[src/rtl/assert_macros.svh]
// Assertion helpers shared by the RTL. Both macros check on the rising edge
// of the given clock and stay quiet while the active-low reset is asserted.
`ifndef ASSERT_MACROS_SVH
`define ASSERT_MACROS_SVH
`ifndef SYNTHESIS
`define ASSERT_PROP(label, clk, rst_n, prop) \
  label: assert property (@(posedge clk) disable iff (!rst_n) prop) \
    else $error("assertion failed");
`define ASSERT_NEVER(label, clk, rst_n, expr) \
  label: assert property (@(posedge clk) disable iff (!rst_n) !(expr)) \
    else $error("forbidden condition seen");
`else
`define ASSERT_PROP(label, clk, rst_n, prop)
`define ASSERT_NEVER(label, clk, rst_n, expr)
`endif
`endif

[src/rtl/cnv_pkg.sv]
package cnv_pkg;

  localparam int MAX_WIDTH_DEF  = 1024;
  localparam int MAX_HEIGHT_DEF = 1024;
  localparam int COEF_BITS      = 8;
  localparam int DIM_BITS       = 11;
  localparam int KROW_BITS      = 3 * COEF_BITS;
  localparam int PIX_BITS       = 8;
  localparam int NUM_CH         = 4;
  localparam int ACC_BITS       = 21;
  localparam int KSUM_BITS      = 12;
  localparam int QUO_BITS       = 8;
  localparam int CFG_AW         = 5;
  localparam int APB_DW         = 32;

  localparam logic [DIM_BITS-1:0]  DIM_RESET   = 11'd1024;
  localparam logic [KROW_BITS-1:0] KTOP_RESET  = 24'h000000;
  localparam logic [KROW_BITS-1:0] KMID_RESET  = 24'h010000;
  localparam logic [KROW_BITS-1:0] KBOT_RESET  = 24'h000000;
  localparam logic [PIX_BITS-1:0]  PIX_MAX     = 8'd255;

  typedef enum logic [2:0] {
    REG_IMAGE_WIDTH   = 3'd0,
    REG_IMAGE_HEIGHT  = 3'd1,
    REG_KERNEL_TOP    = 3'd2,
    REG_KERNEL_MIDDLE = 3'd3,
    REG_KERNEL_BOTTOM = 3'd4
  } reg_idx_t;

  typedef enum logic [2:0] {
    S_IDLE,
    S_STEP,
    S_READ,
    S_ACC,
    S_PREP,
    S_DIV,
    S_DONE
  } state_t;

  typedef struct packed {
    logic                op;
    logic [PIX_BITS-1:0] in_red;
    logic [PIX_BITS-1:0] in_green;
    logic [PIX_BITS-1:0] in_blue;
    logic [PIX_BITS-1:0] in_alpha;
  } in_item_t;

  typedef struct packed {
    logic [PIX_BITS-1:0] out_red;
    logic [PIX_BITS-1:0] out_green;
    logic [PIX_BITS-1:0] out_blue;
    logic [PIX_BITS-1:0] out_alpha;
    logic                frame_last;
  } out_item_t;

  typedef struct packed {
    logic [DIM_BITS-1:0]             image_width;
    logic [DIM_BITS-1:0]             image_height;
    logic [2:0][KROW_BITS-1:0]       kernel;
  } cfg_t;

  typedef struct packed {
    logic       latch;
    logic       step;
    logic       rd;
    logic       acc;
    logic       prep;
    logic       div;
    logic       load;
    logic [1:0] tap_row;
    logic [1:0] tap_col;
    logic [2:0] bit_idx;
  } cmd_t;

  typedef struct packed {
    logic in_frame;
    logic is_flush;
    logic produce;
    logic out_busy;
  } sts_t;

endpackage

[src/rtl/cnv_ctrl.sv]
module cnv_ctrl (
  input  logic          clk,
  input  logic          rst_n,
  input  logic          in_valid,
  output logic          in_ready,
  input  cnv_pkg::sts_t sts,
  output cnv_pkg::cmd_t cmd
);

  cnv_pkg::state_t state_r, state_nxt;
  logic [1:0] tap_row_r, tap_row_nxt;
  logic [1:0] tap_col_r, tap_col_nxt;
  logic [2:0] bit_r, bit_nxt;

  always_ff @(posedge clk) begin
    if (!rst_n) begin
      state_r   <= cnv_pkg::S_IDLE;
      tap_row_r <= '0;
      tap_col_r <= '0;
      bit_r     <= '0;
    end else begin
      state_r   <= state_nxt;
      tap_row_r <= tap_row_nxt;
      tap_col_r <= tap_col_nxt;
      bit_r     <= bit_nxt;
    end
  end

  always_comb begin
    state_nxt   = state_r;
    tap_row_nxt = tap_row_r;
    tap_col_nxt = tap_col_r;
    bit_nxt     = bit_r;
    cmd         = '0;
    cmd.tap_row = tap_row_r;
    cmd.tap_col = tap_col_r;
    cmd.bit_idx = bit_r;
    in_ready    = (state_r == cnv_pkg::S_IDLE);
    unique case (state_r)
      cnv_pkg::S_IDLE: begin
        if (in_valid) begin
          cmd.latch = 1'b1;
          state_nxt = cnv_pkg::S_STEP;
        end
      end
      cnv_pkg::S_STEP: begin
        // A flush that arrives before the frame is complete is dropped.
        if (sts.in_frame && sts.is_flush) begin
          state_nxt = cnv_pkg::S_IDLE;
        end else begin
          cmd.step = 1'b1;
          if (sts.produce) begin
            tap_row_nxt = '0;
            tap_col_nxt = '0;
            state_nxt   = cnv_pkg::S_READ;
          end else begin
            state_nxt = cnv_pkg::S_IDLE;
          end
        end
      end
      cnv_pkg::S_READ: begin
        cmd.rd    = 1'b1;
        state_nxt = cnv_pkg::S_ACC;
      end
      cnv_pkg::S_ACC: begin
        cmd.acc = 1'b1;
        if (tap_col_r == 2'd2) begin
          tap_col_nxt = '0;
          if (tap_row_r == 2'd2) begin
            state_nxt = cnv_pkg::S_PREP;
          end else begin
            tap_row_nxt = tap_row_r + 2'd1;
            state_nxt   = cnv_pkg::S_READ;
          end
        end else begin
          tap_col_nxt = tap_col_r + 2'd1;
          state_nxt   = cnv_pkg::S_READ;
        end
      end
      cnv_pkg::S_PREP: begin
        cmd.prep  = 1'b1;
        bit_nxt   = 3'd7;
        state_nxt = cnv_pkg::S_DIV;
      end
      cnv_pkg::S_DIV: begin
        cmd.div = 1'b1;
        if (bit_r == '0) begin
          state_nxt = cnv_pkg::S_DONE;
        end else begin
          bit_nxt = bit_r - 3'd1;
        end
      end
      cnv_pkg::S_DONE: begin
        if (!sts.out_busy) begin
          cmd.load  = 1'b1;
          state_nxt = cnv_pkg::S_IDLE;
        end
      end
      default: state_nxt = cnv_pkg::S_IDLE;
    endcase
  end

endmodule

[config.mk]
export PLATFORM = sky130hd
export DESIGN_NAME = cnv_ctrl
export DESIGN_NICKNAME = d
export VERILOG_FILES = /design/src/rtl/assert_macros.svh /design/src/rtl/cnv_pkg.sv /design/src/rtl/cnv_ctrl.sv
export SDC_FILE = /design/constraint.sdc
export NUM_CORES = 1
export LEC_CHECK = 0
export ABC_AREA = 1
export ABC_CLOCK_PERIOD_IN_PS = 1540
export BUFFER_PORTS_ARGS = -buffer_cell sky130_fd_sc_hd__buf_4
export CORE_MARGIN = 2
export CORE_UTILIZATION = 39
export CTS_CLUSTER_DIAMETER = 60
export CTS_CLUSTER_SIZE = 28
export DETAILED_ROUTE_END_ITERATION = 8
export PLACE_DENSITY_LB_ADDON = 0.2
export SLEW_MARGIN = 25
export SYNTH_ARGS = -nofsm -noshare
export SYNTH_HDL_FRONTEND = slang
export SYNTH_SLANG_ARGS = --single-unit
[constraint.sdc]
create_clock -name clk -period 1.54 [get_ports clk]
set_clock_uncertainty 0.15 [all_clocks]
set_input_delay 0.154 -clock clk [delete_from_list [all_inputs] [get_ports clk]]
set_output_delay 0.154 -clock clk [all_outputs]
set_load 0.02 [all_outputs]
# After elaboration in Yosys (flattened, before gate mapping)
# Index checks and enable logic that the tools add are counted.
# op_classes
n_addsub	3
n_eq_ne	16
n_mux	27
reduce_logical	9
# op_table
cell	n
3-bit two-way mux	7
3-bit case mux with 7 select lines	1
2-bit inequality test, second input constant	8
2-bit two-way mux	6
1-bit two-way mux	10
3-bit == test, second input constant	3
2-bit case mux with 2 select lines	2
3-bit by 2-bit == test with 1-bit output, second input constant	2
3-bit zero test	2
3-bit case mux with 2 select lines	1
3-bit AND reduction	2
5-bit AND reduction	1
2-bit by 1-bit adder with 2-bit output, second input constant	2
2-bit == test, second input constant	2
2-bit nonzero test	2
3-bit by 1-bit == test with 1-bit output, second input constant	1
3-bit by 1-bit subtractor with 3-bit output, second input constant	1
2-bit AND reduction	1
1-bit logical AND	1
# word_totals
reg_bits	10
out_inout_bits	15
elab_cells	59

# Depth between registers and ports, before layout
# depth
depth_word	4
mapped_depth	8
depth_no_buf	8

# Worst setup path before layout
# Ideal clock, no wire load.
# synth_timing
path_type	register to output
start	reg state_r[0]
end	out cmd[7] (netlist name)
t_arrival_ns	1.180
setup_slack_ns	0.056
stages_incl_launch_ff	3
path_cell_list	dfxtp_1 buf_4 nor4_1
# synth_lines
element	line	source
start, declared	cnv_ctrl.sv:10	cnv_pkg::state_t state_r, state_nxt;
start signal, assigned	cnv_ctrl.sv:17	state_r <= cnv_pkg::S_IDLE;
start signal, assigned	cnv_ctrl.sv:22	state_r <= state_nxt;
end, declared	cnv_ctrl.sv:7	output cnv_pkg::cmd_t cmd

==> results.toml <==
[cts]
clock_path_buffers = 2
clock_tree.htree_level_count = 1
clock_tree_from_tritoncts = "built"
post_cts.repair.setup_buffers = 0
cts_inserted_buffers = 3
cts.clk_slew.worst_paths_ns = 0.07
root_buffer = "sky130_fd_sc_hd__clkbuf_4"
worst_skew_pair.late_latency_ns = 0.27
cts.sink_count = 10

[global_route]
grt_first_pass_wirelength_mm = 2.50
globalRoute.totalOverflow = 0
antenna_violations_before_repair = 0
groute.usage.overall_pct = 18.0
first_global_vias = 608
largest_net_degree_at_the_start_of_global_routing = 11

[routing]
wl_per_cell_um = 10.9
drc = 0
detailed_route_vias_per_instance = 4.87
detailroute.via_count = 697
drt_pass1_iterations = 4
drt_wl_total_mm = 1.55
ant_nets = 0
drtIter0Drc = 14

[setup_path]
reg2reg_depth = 8
timing.critical_path.arrival_ns = 1.21
setup.worst_path.class = "register to output port"
cp-end-kind = "output port"
crit_end = "cmd[10]"
critical_path.startpoint = "state_r[0]$_SDFFE_PN0P_"
r2r_end = "bit_r[1]$_SDFFE_PN0P_"
cp_max_fo = 10
worst-r2r-setup-slack_ns = 0.19
required_ns = 1.24
timing.critical_path.from_type = "register"
r2r_start = "bit_r[0]$_SDFFE_PN0P_"

[final_layout]
layout-drive-gt1-share_pct = 31.5
area.growth.synth_to_final_pct = 37.9
antenna_cells_inserted = 0
postLayoutCellArea_um2 = 887
final_nets = 139

[sta]
hold_viol = 0
post-route-min-period_ns = 1.51
report.final.slew_viol_count = 0
final.period_utilization_pct = 98.3
max_freq_ghz = 0.661
rsz_0062_raised_after_global_routing = "yes"
hold_slack_ns = 0.0532
worst-slew-pin-transition_ns = 0.218
final.setup.worst_slack_ns = 0.0261
finalSetupViolations = 0
timing.slew.headroom_pct = 85.3

[yosys]
synth-seq-area-share_pct = 31.1
post-synth-top-area-fraction_pct = 31.1
synth_simple_gate_area_share_pct = 36.0
synth.top_cells.by_area = "sky130_fd_sc_hd__dfxtp_1, sky130_fd_sc_hd__nand2_1, sky130_fd_sc_hd__inv_1"
mappedNetlistNets = 110
synth.area.mux_share_pct = 0
syn-cell-area_um2 = 643
synth.yosys.warnings = 0
post_synth_inst_count = 100
synth_fa_ha_area_share_pct = 5.84
synth-compound-area-share_pct = 12.3
combinational_family_with_the_most_area_after_synthesis = "simple AND/OR/NAND/NOR gates"
synth-xor-area-share_pct = 1.36
ys_types = 19
synthDominantAreaCellType = "sky130_fd_sc_hd__dfxtp_1"
ys_seq_elements = 10
syn_avg_cell_area_um2 = 6.43

[placed_design]
post-dp-hpwl_mm = 1.17
dpl_worst_slack_ns = 0.0969
gp_congestion = 0.759
placed_cell_area_um2 = 836
port-buffer-count = 21

[floorplan]
floorplan.initialDensity_pct = 42.2
boundaryPins = 22
die-area_um2 = 1990
design.core.area_um2 = 1520
fp.dieH_um = 44.6
die_w_um = 44.6
core.rowCount = 14

[power]
maximum_vdd_drop_uv = 457
p_leak_nw = 0.444
cellPowerDensity_nw_per_um2 = 677

[flow_run]
maxCapViolations = 0

[min_path]
hold_class = "input pin to register"
hold_path_startpoint = "sts[0]"

[run_status]
outcome = "finished clean"
==> through the flow <==
| step | setup TNS [ns] | utilization [%] | power [W] | cells |
|---|---|---|---|---|
| global route | -0.0700 | 58.2 | 0.000639 | 143 |
| detailed placement | 0 | 54.8 | 0.000414 | 139 |
| CTS | 0 | 57.6 | 0.000609 | 143 |
| global placement | 0 | 54.8 | 0.000413 | 139 |
| finish | 0 | 58.2 | 0.000601 | 143 |
| floorplan | 0 | - | 0.000364 | 100 |
==> flip-flops by register name, indices dropped and copies added, names as in the netlist <==
signal	count
bit_r	3
state_r	3
tap_col_r	2
tap_row_r	2
==> cell usage after synthesis (all sizes together) <==
library cell   n
nand2         19
nor3b          1
a21oi          9
dfxtp         10
buf            2
nor4           1
o21ai          6
nand4          1
inv           19
xor2           1
nor2          16
nand3         12
ha             3
==> worst max-delay path: stages (launching register included) <==
cell and delay (ns):
sky130_fd_sc_hd__dfxtp_4 0.41, sky130_fd_sc_hd__nand2_1 0.08, sky130_fd_sc_hd__nor2_2 0.16, sky130_fd_sc_hd__buf_4 0.15, sky130_fd_sc_hd__buf_4 0.13
==> logic make-up after synthesis <==
kind of cell	after synthesis
adders and majority gates	3
xor gates and xnor gates	1
AOI/OAI and AO/OA	15
buffers and inverters	21
DFF	10
and+or+nand+nor	50
==> worst min path at each step <==
stage / end / slack, ns / cells after the start
after floorplan: tap_row_r[1]$_SDFFE_PN0P_ / 0.12 / 2
after global placement: tap_row_r[1]$_SDFFE_PN0P_ / 0.27 / 3
after detailed placement: tap_row_r[1]$_SDFFE_PN0P_ / 0.27 / 3
after CTS: state_r[1]$_SDFFE_PN0P_ / 0.05 / 3
after global routing: state_r[1]$_SDFFE_PN0P_ / 0.06 / 3
final: state_r[1]$_SDFFE_PN0P_ / 0.05 / 3
==> area by class of cell <==
class,instances,area (um^2)
Inverter,19,73.8
Sequential cell,10,209
Clock buffer,3,22.5
Fill cell,149,637
Tap cell,16,20.0
Multi-Input combinational cell,69,364
Timing Repair Buffer,26,198
==> layout by cell type (no fill, tap or decap), types with 2 or more instances in the layout <==
cell type                   n
sky130_fd_sc_hd__buf_4     25
sky130_fd_sc_hd__nand3_1   10
sky130_fd_sc_hd__dfxtp_4    2
sky130_fd_sc_hd__o21ai_0    3
sky130_fd_sc_hd__clkbuf_4   3
sky130_fd_sc_hd__nand2_1   18
sky130_fd_sc_hd__nand3_2    2
sky130_fd_sc_hd__nor2_1    14
sky130_fd_sc_hd__a21oi_1    9
sky130_fd_sc_hd__ha_1       3
sky130_fd_sc_hd__inv_1     17
sky130_fd_sc_hd__dfxtp_1    7
sky130_fd_sc_hd__o21ai_1    2
==> power breakdown <==
group          internal [W]  total (W)  switching, W
Sequential         0.000267   0.000279     0.0000128
Clock             0.0000906   0.000189     0.0000980
Combinational     0.0000594   0.000133     0.0000735
==> metal layers <==
metal  vias to the layer above  wire length, um  GRT usage (%)
li1                        372                -              -
met1                       305              722           20.0
met2                        18              728           29.3
met3                         2               84           6.12
met4                         0               19           10.9
met5                         -                0              0
==> timing repair <==
item	4_1_cts	5_1_grt
pin swaps	0	1
hold buffers	1	0
endpoints found under the setup margin	8	5
endpoints found under the hold margin	3	0
resized for setup	5	3
Note: power is estimated with default switching activity, not from simulation.
