`src/rtl/assert_macros.svh`:
```
// Assertion helpers shared by the RTL. Both macros check on the rising edge
// of the given clock and stay quiet while the active-low reset is asserted.
`ifndef ASSERT_MACROS_SVH
`define ASSERT_MACROS_SVH
`ifndef SYNTHESIS
`define ASSERT_PROP(label, clk, rst_n, prop) \
  label: assert property (@(posedge clk) disable iff (!rst_n) prop) \
    else $error("assertion failed");
`define ASSERT_NEVER(label, clk, rst_n, expr) \
  label: assert property (@(posedge clk) disable iff (!rst_n) !(expr)) \
    else $error("forbidden condition seen");
`else
`define ASSERT_PROP(label, clk, rst_n, prop)
`define ASSERT_NEVER(label, clk, rst_n, expr)
`endif
`endif

```
`src/rtl/cnv_pkg.sv`:
```
package cnv_pkg;

  localparam int MAX_WIDTH_DEF  = 1024;
  localparam int MAX_HEIGHT_DEF = 1024;
  localparam int COEF_BITS      = 8;
  localparam int DIM_BITS       = 11;
  localparam int KROW_BITS      = 3 * COEF_BITS;
  localparam int PIX_BITS       = 8;
  localparam int NUM_CH         = 4;
  localparam int ACC_BITS       = 21;
  localparam int KSUM_BITS      = 12;
  localparam int QUO_BITS       = 8;
  localparam int CFG_AW         = 5;
  localparam int APB_DW         = 32;

  localparam logic [DIM_BITS-1:0]  DIM_RESET   = 11'd1024;
  localparam logic [KROW_BITS-1:0] KTOP_RESET  = 24'h000000;
  localparam logic [KROW_BITS-1:0] KMID_RESET  = 24'h010000;
  localparam logic [KROW_BITS-1:0] KBOT_RESET  = 24'h000000;
  localparam logic [PIX_BITS-1:0]  PIX_MAX     = 8'd255;

  typedef enum logic [2:0] {
    REG_IMAGE_WIDTH   = 3'd0,
    REG_IMAGE_HEIGHT  = 3'd1,
    REG_KERNEL_TOP    = 3'd2,
    REG_KERNEL_MIDDLE = 3'd3,
    REG_KERNEL_BOTTOM = 3'd4
  } reg_idx_t;

  typedef enum logic [2:0] {
    S_IDLE,
    S_STEP,
    S_READ,
    S_ACC,
    S_PREP,
    S_DIV,
    S_DONE
  } state_t;

  typedef struct packed {
    logic                op;
    logic [PIX_BITS-1:0] in_red;
    logic [PIX_BITS-1:0] in_green;
    logic [PIX_BITS-1:0] in_blue;
    logic [PIX_BITS-1:0] in_alpha;
  } in_item_t;

  typedef struct packed {
    logic [PIX_BITS-1:0] out_red;
    logic [PIX_BITS-1:0] out_green;
    logic [PIX_BITS-1:0] out_blue;
    logic [PIX_BITS-1:0] out_alpha;
    logic                frame_last;
  } out_item_t;

  typedef struct packed {
    logic [DIM_BITS-1:0]             image_width;
    logic [DIM_BITS-1:0]             image_height;
    logic [2:0][KROW_BITS-1:0]       kernel;
  } cfg_t;

  typedef struct packed {
    logic       latch;
    logic       step;
    logic       rd;
    logic       acc;
    logic       prep;
    logic       div;
    logic       load;
    logic [1:0] tap_row;
    logic [1:0] tap_col;
    logic [2:0] bit_idx;
  } cmd_t;

  typedef struct packed {
    logic in_frame;
    logic is_flush;
    logic produce;
    logic out_busy;
  } sts_t;

endpackage

```
`src/rtl/cnv_regs.sv`:
```
module cnv_regs (
  input  logic                        clk,
  input  logic                        rst_n,
  input  logic                        psel,
  input  logic                        penable,
  input  logic                        pwrite,
  input  logic [cnv_pkg::CFG_AW-1:0]  paddr,
  input  logic [cnv_pkg::APB_DW-1:0]  pwdata,
  output logic [cnv_pkg::APB_DW-1:0]  prdata,
  output logic                        pready,
  output cnv_pkg::cfg_t               cfg,
  output logic                        geom_wr
);

  logic [cnv_pkg::DIM_BITS-1:0]  width_r;
  logic [cnv_pkg::DIM_BITS-1:0]  height_r;
  logic [cnv_pkg::KROW_BITS-1:0] ktop_r;
  logic [cnv_pkg::KROW_BITS-1:0] kmid_r;
  logic [cnv_pkg::KROW_BITS-1:0] kbot_r;
  cnv_pkg::reg_idx_t             idx;
  logic                          wr;

  assign idx    = cnv_pkg::reg_idx_t'(paddr[cnv_pkg::CFG_AW-1:2]);
  assign wr     = psel && penable && pwrite;
  assign pready = 1'b1;
  assign geom_wr = wr && ((idx == cnv_pkg::REG_IMAGE_WIDTH) ||
                          (idx == cnv_pkg::REG_IMAGE_HEIGHT));

  always_ff @(posedge clk) begin
    if (!rst_n) begin
      width_r  <= cnv_pkg::DIM_RESET;
      height_r <= cnv_pkg::DIM_RESET;
      ktop_r   <= cnv_pkg::KTOP_RESET;
      kmid_r   <= cnv_pkg::KMID_RESET;
      kbot_r   <= cnv_pkg::KBOT_RESET;
    end else if (wr) begin
      unique case (idx)
        cnv_pkg::REG_IMAGE_WIDTH:   width_r  <= pwdata[cnv_pkg::DIM_BITS-1:0];
        cnv_pkg::REG_IMAGE_HEIGHT:  height_r <= pwdata[cnv_pkg::DIM_BITS-1:0];
        cnv_pkg::REG_KERNEL_TOP:    ktop_r   <= pwdata[cnv_pkg::KROW_BITS-1:0];
        cnv_pkg::REG_KERNEL_MIDDLE: kmid_r   <= pwdata[cnv_pkg::KROW_BITS-1:0];
        cnv_pkg::REG_KERNEL_BOTTOM: kbot_r   <= pwdata[cnv_pkg::KROW_BITS-1:0];
        default: ;
      endcase
    end
  end

  always_comb begin
    unique case (idx)
      cnv_pkg::REG_IMAGE_WIDTH:   prdata = cnv_pkg::APB_DW'(width_r);
      cnv_pkg::REG_IMAGE_HEIGHT:  prdata = cnv_pkg::APB_DW'(height_r);
      cnv_pkg::REG_KERNEL_TOP:    prdata = cnv_pkg::APB_DW'(ktop_r);
      cnv_pkg::REG_KERNEL_MIDDLE: prdata = cnv_pkg::APB_DW'(kmid_r);
      cnv_pkg::REG_KERNEL_BOTTOM: prdata = cnv_pkg::APB_DW'(kbot_r);
      default:                    prdata = '0;
    endcase
  end

  always_comb begin
    cfg.image_width  = width_r;
    cfg.image_height = height_r;
    cfg.kernel[0]    = ktop_r;
    cfg.kernel[1]    = kmid_r;
    cfg.kernel[2]    = kbot_r;
  end

endmodule

```
`config.mk`:
```
export PLATFORM = sky130hd
export DESIGN_NAME = cnv_regs
export DESIGN_NICKNAME = d
export VERILOG_FILES = /design/src/rtl/assert_macros.svh /design/src/rtl/cnv_pkg.sv /design/src/rtl/cnv_regs.sv
export SDC_FILE = /design/constraint.sdc
export NUM_CORES = 1
export LEC_CHECK = 0
export ABC_CLOCK_PERIOD_IN_PS = 1450
export BUFFER_PORTS_ARGS = -buffer_cell sky130_fd_sc_hd__buf_2
export CAP_MARGIN = 40
export CORE_AREA = 5 5 104 106
export CTS_CLUSTER_DIAMETER = 100
export CTS_CLUSTER_SIZE = 40
export DETAILED_ROUTE_END_ITERATION = 10
export DIE_AREA = 0 0 109 111
export PLACE_DENSITY = 0.71
export SYNTH_ARGS = -nofsm -noshare
export SYNTH_HDL_FRONTEND = slang
export SYNTH_SLANG_ARGS = --single-unit
```
`constraint.sdc`:
```
create_clock -name clk -period 1.45 [get_ports clk]
set_input_delay 0.145 -clock clk [delete_from_list [all_inputs] [get_ports clk]]
set_output_delay 0.145 -clock clk [all_outputs]
set_load 0.05 [all_outputs]
```
# --- After elaboration in Yosys (flattened, before gate mapping) ---
# Index checks and enable logic that the tools add are counted.
totals:
  register_bits: 94
  inputBits: 42
  word_cells: 20
classes:
  n_eq_ne: 4
  n_mux: 1
  reduce_logical: 10
ops:
  columns: ["cell", "count"]
  rows:
  - ["case mux 24 bit (5 select lines)", 1]
  - ["AND reduction 2 bit", 5]
  - ["== test 3 x 2 -> 1 bit (second input constant)", 2]
  - ["== test 3 x 1 -> 1 bit (second input constant)", 1]
  - ["== test 3 bit (second input constant)", 1]
  - ["logical AND 1 bit", 3]
  - ["zero test 3 bit", 1]
  - ["logical OR 1 bit", 1]

# --- Logic depth before layout (Yosys ltp) ---
logic_depth:
  word_depth: 3
  ltp_mapped: 5

# --- Worst setup path before layout ---
# OpenSTA, ideal clock, no wires.
synth_timing:
  path_kind: "register to output"
  from: "reg kmid_r[11] (netlist bit)"
  to: "out prdata[11] (netlist bit)"
  arrival_time_ns: 1.870
  required_ns: 1.305
  setup_slack_ns: -0.565
  path_stages_with_launch: 3
  path_buffers: 0
  path_cell_list: "dfxtp_1 -> mux2i_1 -> o21ai_0"
synth_via:
  elab_chain_len: 1
synth_lines:
  columns: ["element", "line", "text"]
  rows:
  - ["start: declaration", "cnv_regs.sv:18", "logic [cnv_pkg::KROW_BITS-1:0] kmid_r;"]
  - ["start signal: assignment", "cnv_regs.sv:34", "kmid_r <= cnv_pkg::KMID_RESET;"]
  - ["start signal: assignment", "cnv_regs.sv:41", "cnv_pkg::REG_KERNEL_MIDDLE: kmid_r <= pwdata[cnv_pkg::KROW_BITS-1:0];"]
  - ["case mux 24 bit (5 select lines)", "cnv_regs.sv:49", "unique case (idx)"]
  - ["end: declaration", "cnv_regs.sv:9", "output logic [cnv_pkg::APB_DW-1:0] prdata,"]
# No other way between the ends.

# --- Final worst setup path ---
layout_timing:
  from: "reg ktop_r[5] (netlist bit)"
  to: "out prdata[5] (netlist bit)"
layout_via:
  elab_chain_len: 1
layout_lines:
  columns: ["element", "line", "text"]
  rows:
  - ["start: declaration", "cnv_regs.sv:17", "logic [cnv_pkg::KROW_BITS-1:0] ktop_r;"]
  - ["start signal: assignment", "cnv_regs.sv:33", "ktop_r <= cnv_pkg::KTOP_RESET;"]
  - ["start signal: assignment", "cnv_regs.sv:40", "cnv_pkg::REG_KERNEL_TOP: ktop_r <= pwdata[cnv_pkg::KROW_BITS-1:0];"]
  - ["case mux 24 bit (5 select lines)", "cnv_regs.sv:49", null]
# No other way between the ends.

==> impl_metrics.env <==
export IMPL_outcome="complete, but fails checks"
export IMPL_violations="setup timing"
export IMPL_place_inst=740
export IMPL_rr_worst_depth=3
export IMPL_powerDensity_mw_per_mm2=789
export IMPL_cpMaxStageDelayCell="dfxtp_2"
export IMPL_fin_crit_ps=1550
export IMPL_syn_avg_cell_area_sq_um=9.46
export IMPL_yosysWarningCount=0
export IMPL_path_clk_slew_ps=90
export IMPL_pwr_share_seq_pct=54.0
export IMPL_dp_final_hpwl_microns=9480
export IMPL_vdd_drop_max_mv=0.413
export IMPL_postCtsHoldBufs=0
export IMPL_clkPwrFrac_pct=33.4
export IMPL_antenna_found_initial=0
export IMPL_period_share_pct=107
export IMPL_cts_sinks=94
export IMPL_die_area_sq_mm=0.0121
export IMPL_clkLatencyLatePin_ps=350
export IMPL_critPathRequiredTime_ps=1310
export IMPL_reg2reg_to="kmid_r[7]"
export IMPL_cts_buffers=9
export IMPL_areaGrowthSynthToFinish_pct=43.4
export IMPL_final_nets=677
export IMPL_vias=3900
export IMPL_fmax_ghz=0.647
export IMPL_place_congestion=0.790
export IMPL_ys_seq_elements=94
export IMPL_regToRegSetupSlack_ps=740
export IMPL_drc=0
export IMPL_synth_cell_types=24
export IMPL_finalSetupViolations=11
export IMPL_rsz0062_at_grt="true"
export IMPL_antenna_left=0
export IMPL_ys_seq_area_share_pct=44.0
export IMPL_fin_worst_skew_ps=0
export IMPL_hold_end="width_r[10]"
export IMPL_clk_path_buf_depth=2
export IMPL_grt_overflow=0
export IMPL_grt_pass1_vias=4126
export IMPL_drtPass1Iterations=4
export IMPL_avgRoutedWirePerCell_microns=16.5
export IMPL_use_met2_pct=35.9
export IMPL_root_buffer="clkbuf_8"
export IMPL_num_antenna_cells=0
export IMPL_crit_type="reg -> out"
export IMPL_initial_utilization_pct=44.1
export IMPL_synthCells=452
export IMPL_crit_path_max_incr_delay_ps=330
export IMPL_stdcell_count=772
export IMPL_grt_max_degree=58
export IMPL_hold_path_depth=3
export IMPL_crit_arrival_ps=1400
export IMPL_layout_drive_gt1_share_pct=46.8
export IMPL_cap_violations=0
export IMPL_io_pins=170
export IMPL_design_area_sq_mm=0.00613
export IMPL_use_met3_pct=3.67
export IMPL_use_met1_pct=28.1
export IMPL_grt_pass1_wl_microns=20900
export IMPL_switching_share_pct=27.5
export IMPL_hold_viol_final=0
export IMPL_fp_dieH_microns=111
export IMPL_p_int_mw=3.51
export IMPL_place_area_sq_mm=0.00565
export IMPL_pre_cts_ws_ps=-117
export IMPL_cts_tree="yes"
export IMPL_power_switching_mw=1.33
export IMPL_worst_slack_ps=-96.1
export IMPL_h_tree_depth=3
export IMPL_cp_end_kind="output port"
export IMPL_drt_wl_total_microns=12700
export IMPL_p_leak_nw=2.64
export IMPL_critPathMaxFanout=2
export IMPL_min_from="pwdata[10]"
export IMPL_drt_iter0_markers=178
export IMPL_crit_path_cell_trace="mux2_4, a22oi_2, o22ai_4, buf_6"
export IMPL_pwr_share_comb_pct=12.6
export IMPL_crit_path_start_kind="flip-flop"
export IMPL_top_usage_layer="met2"
export IMPL_die_w_microns=109
export IMPL_rows=36
export IMPL_track_usage_pct=21.4
export IMPL_vias_per_cell=5.05
export IMPL_io_buffers=150
export IMPL_drv_slew=0
export IMPL_rr_startpoint="kmid_r[7]"
export IMPL_synth_area_sq_mm=0.00428
export IMPL_coreArea_sq_mm=0.00968
export IMPL_hold_path_class="in -> reg"
worst max-delay path: cells and delay by family, from the launching register on:
family	cells	cell delay [ps]
DFF	1	330
muxes	1	270
buffers and inverters	1	170
AOI/OAI and AO/OA	2	280
cells by family (layout without fill, tap and decap cells):
logic type	Yosys count	after routing	share of synthesized area, %
AND/OR/NAND/NOR	146	146	14.5
multiplexers	117	117	27.7
flip-flops	94	94	44.0
AO/OA/AOI/OAI	48	48	7.32
buffers and inverters	45	225	6.29
other	2	9	0.176
worst max path at each step:
| stage | start | end | slack [ps] | cells past startpoint |
|---|---|---|---|---|
| global route | kmid_r[5] | prdata[5] | -170 | 4 |
| CTS | ktop_r[6] | prdata[6] | -110 | 4 |
| detailed placement | paddr[2] | prdata[10] | -120 | 6 |
| floorplan | kmid_r[11] | prdata[11] | -200 | 2 |
| finish | ktop_r[5] | prdata[5] | -100 | 4 |
| global placement | paddr[2] | prdata[10] | -100 | 6 |
power by group through the flow:
stage | clock (mW) | sequential (mW) | combinational [mW]
2_1_floorplan | 0 | 2.74 | 0.329
3_3_place_gp | 0 | 2.67 | 0.578
3_5_place_dp | 0 | 2.67 | 0.589
4_1_cts | 1.64 | 2.61 | 0.611
5_1_grt | 1.76 | 2.62 | 0.649
6_report | 1.62 | 2.61 | 0.609
placed cells by master (no fill, tap or decap), types with 2 or more instances in the layout:
cell / count
nand2_1: 129
buf_2: 125
mux2i_1: 106
dfxtp_1: 72
buf_4: 61
dfxtp_2: 22
buf_6: 14
o21ai_2: 12
a22oi_1: 11
a22oi_2: 11
o22ai_4: 11
clkbuf_8: 11
mux2_2: 9
conb_1: 9
buf_12: 9
nor2b_1: 5
nor3b_2: 3
mux2_4: 2
clkinvlp_4: 2
clkinv_4: 2
sequential cells by signal (all words and copies together) (netlist names):
register / cells
kbot_r: 24
kmid_r: 24
ktop_r: 24
height_r: 11
width_r: 11
routing by layer:
layer	vias up	routed length, microns
met5	-	0
met4	0	140
met3	15	852
met2	136	6120
met1	1853	5620
li1	1896	-
metrics by stage:
step | setup TNS, ps | power, mW | util, % | hold slack (ps)
floorplan | -196 | 3.07 | - | 310
global placement | -2210 | 3.25 | 58.3 | 442
detailed placement | -2730 | 3.26 | 58.3 | 449
CTS | -1090 | 4.86 | 63.1 | 69.2
global route | -1480 | 5.03 | 63.3 | 82.3
finish | -789 | 4.84 | 63.3 | 90.3
cell usage after synthesis, drive strengths merged:
master,instances,area (sq um)
nand2,129,484
mux2i,106,1060
dfxtp,94,1880
buf,25,194
a22oi,22,165
clkbuf,19,71.3
o21ai,14,70.1
mux2,11,124
o22ai,11,68.8
nor2b,5,31.3
nor3b,4,40.0
conb,2,7.51
nor2,2,10.0
nor3,2,10.0
inv,1,3.75
nand2b,1,6.26
nand3,1,5.00
nand4b,1,23.8
o311ai,1,8.76
or3b,1,8.76
area by class of cell:
type	instances	area, sq um
fillers	805	3550
multi-input cells	320	2450
flip-flops and latches	94	1910
repair buffers	209	1420
well taps	133	166
clock buffers	11	151
clock inverters	4	32.5
inverters	1	3.75
what timing repair did:
action,CTS,global route
setup buffers,16,1
gates cloned,0,0
pin swaps,16,15
setup endpoints to repair,24,24
gates resized for setup,47,4
Note: power is estimated with default switching activity, not from simulation.
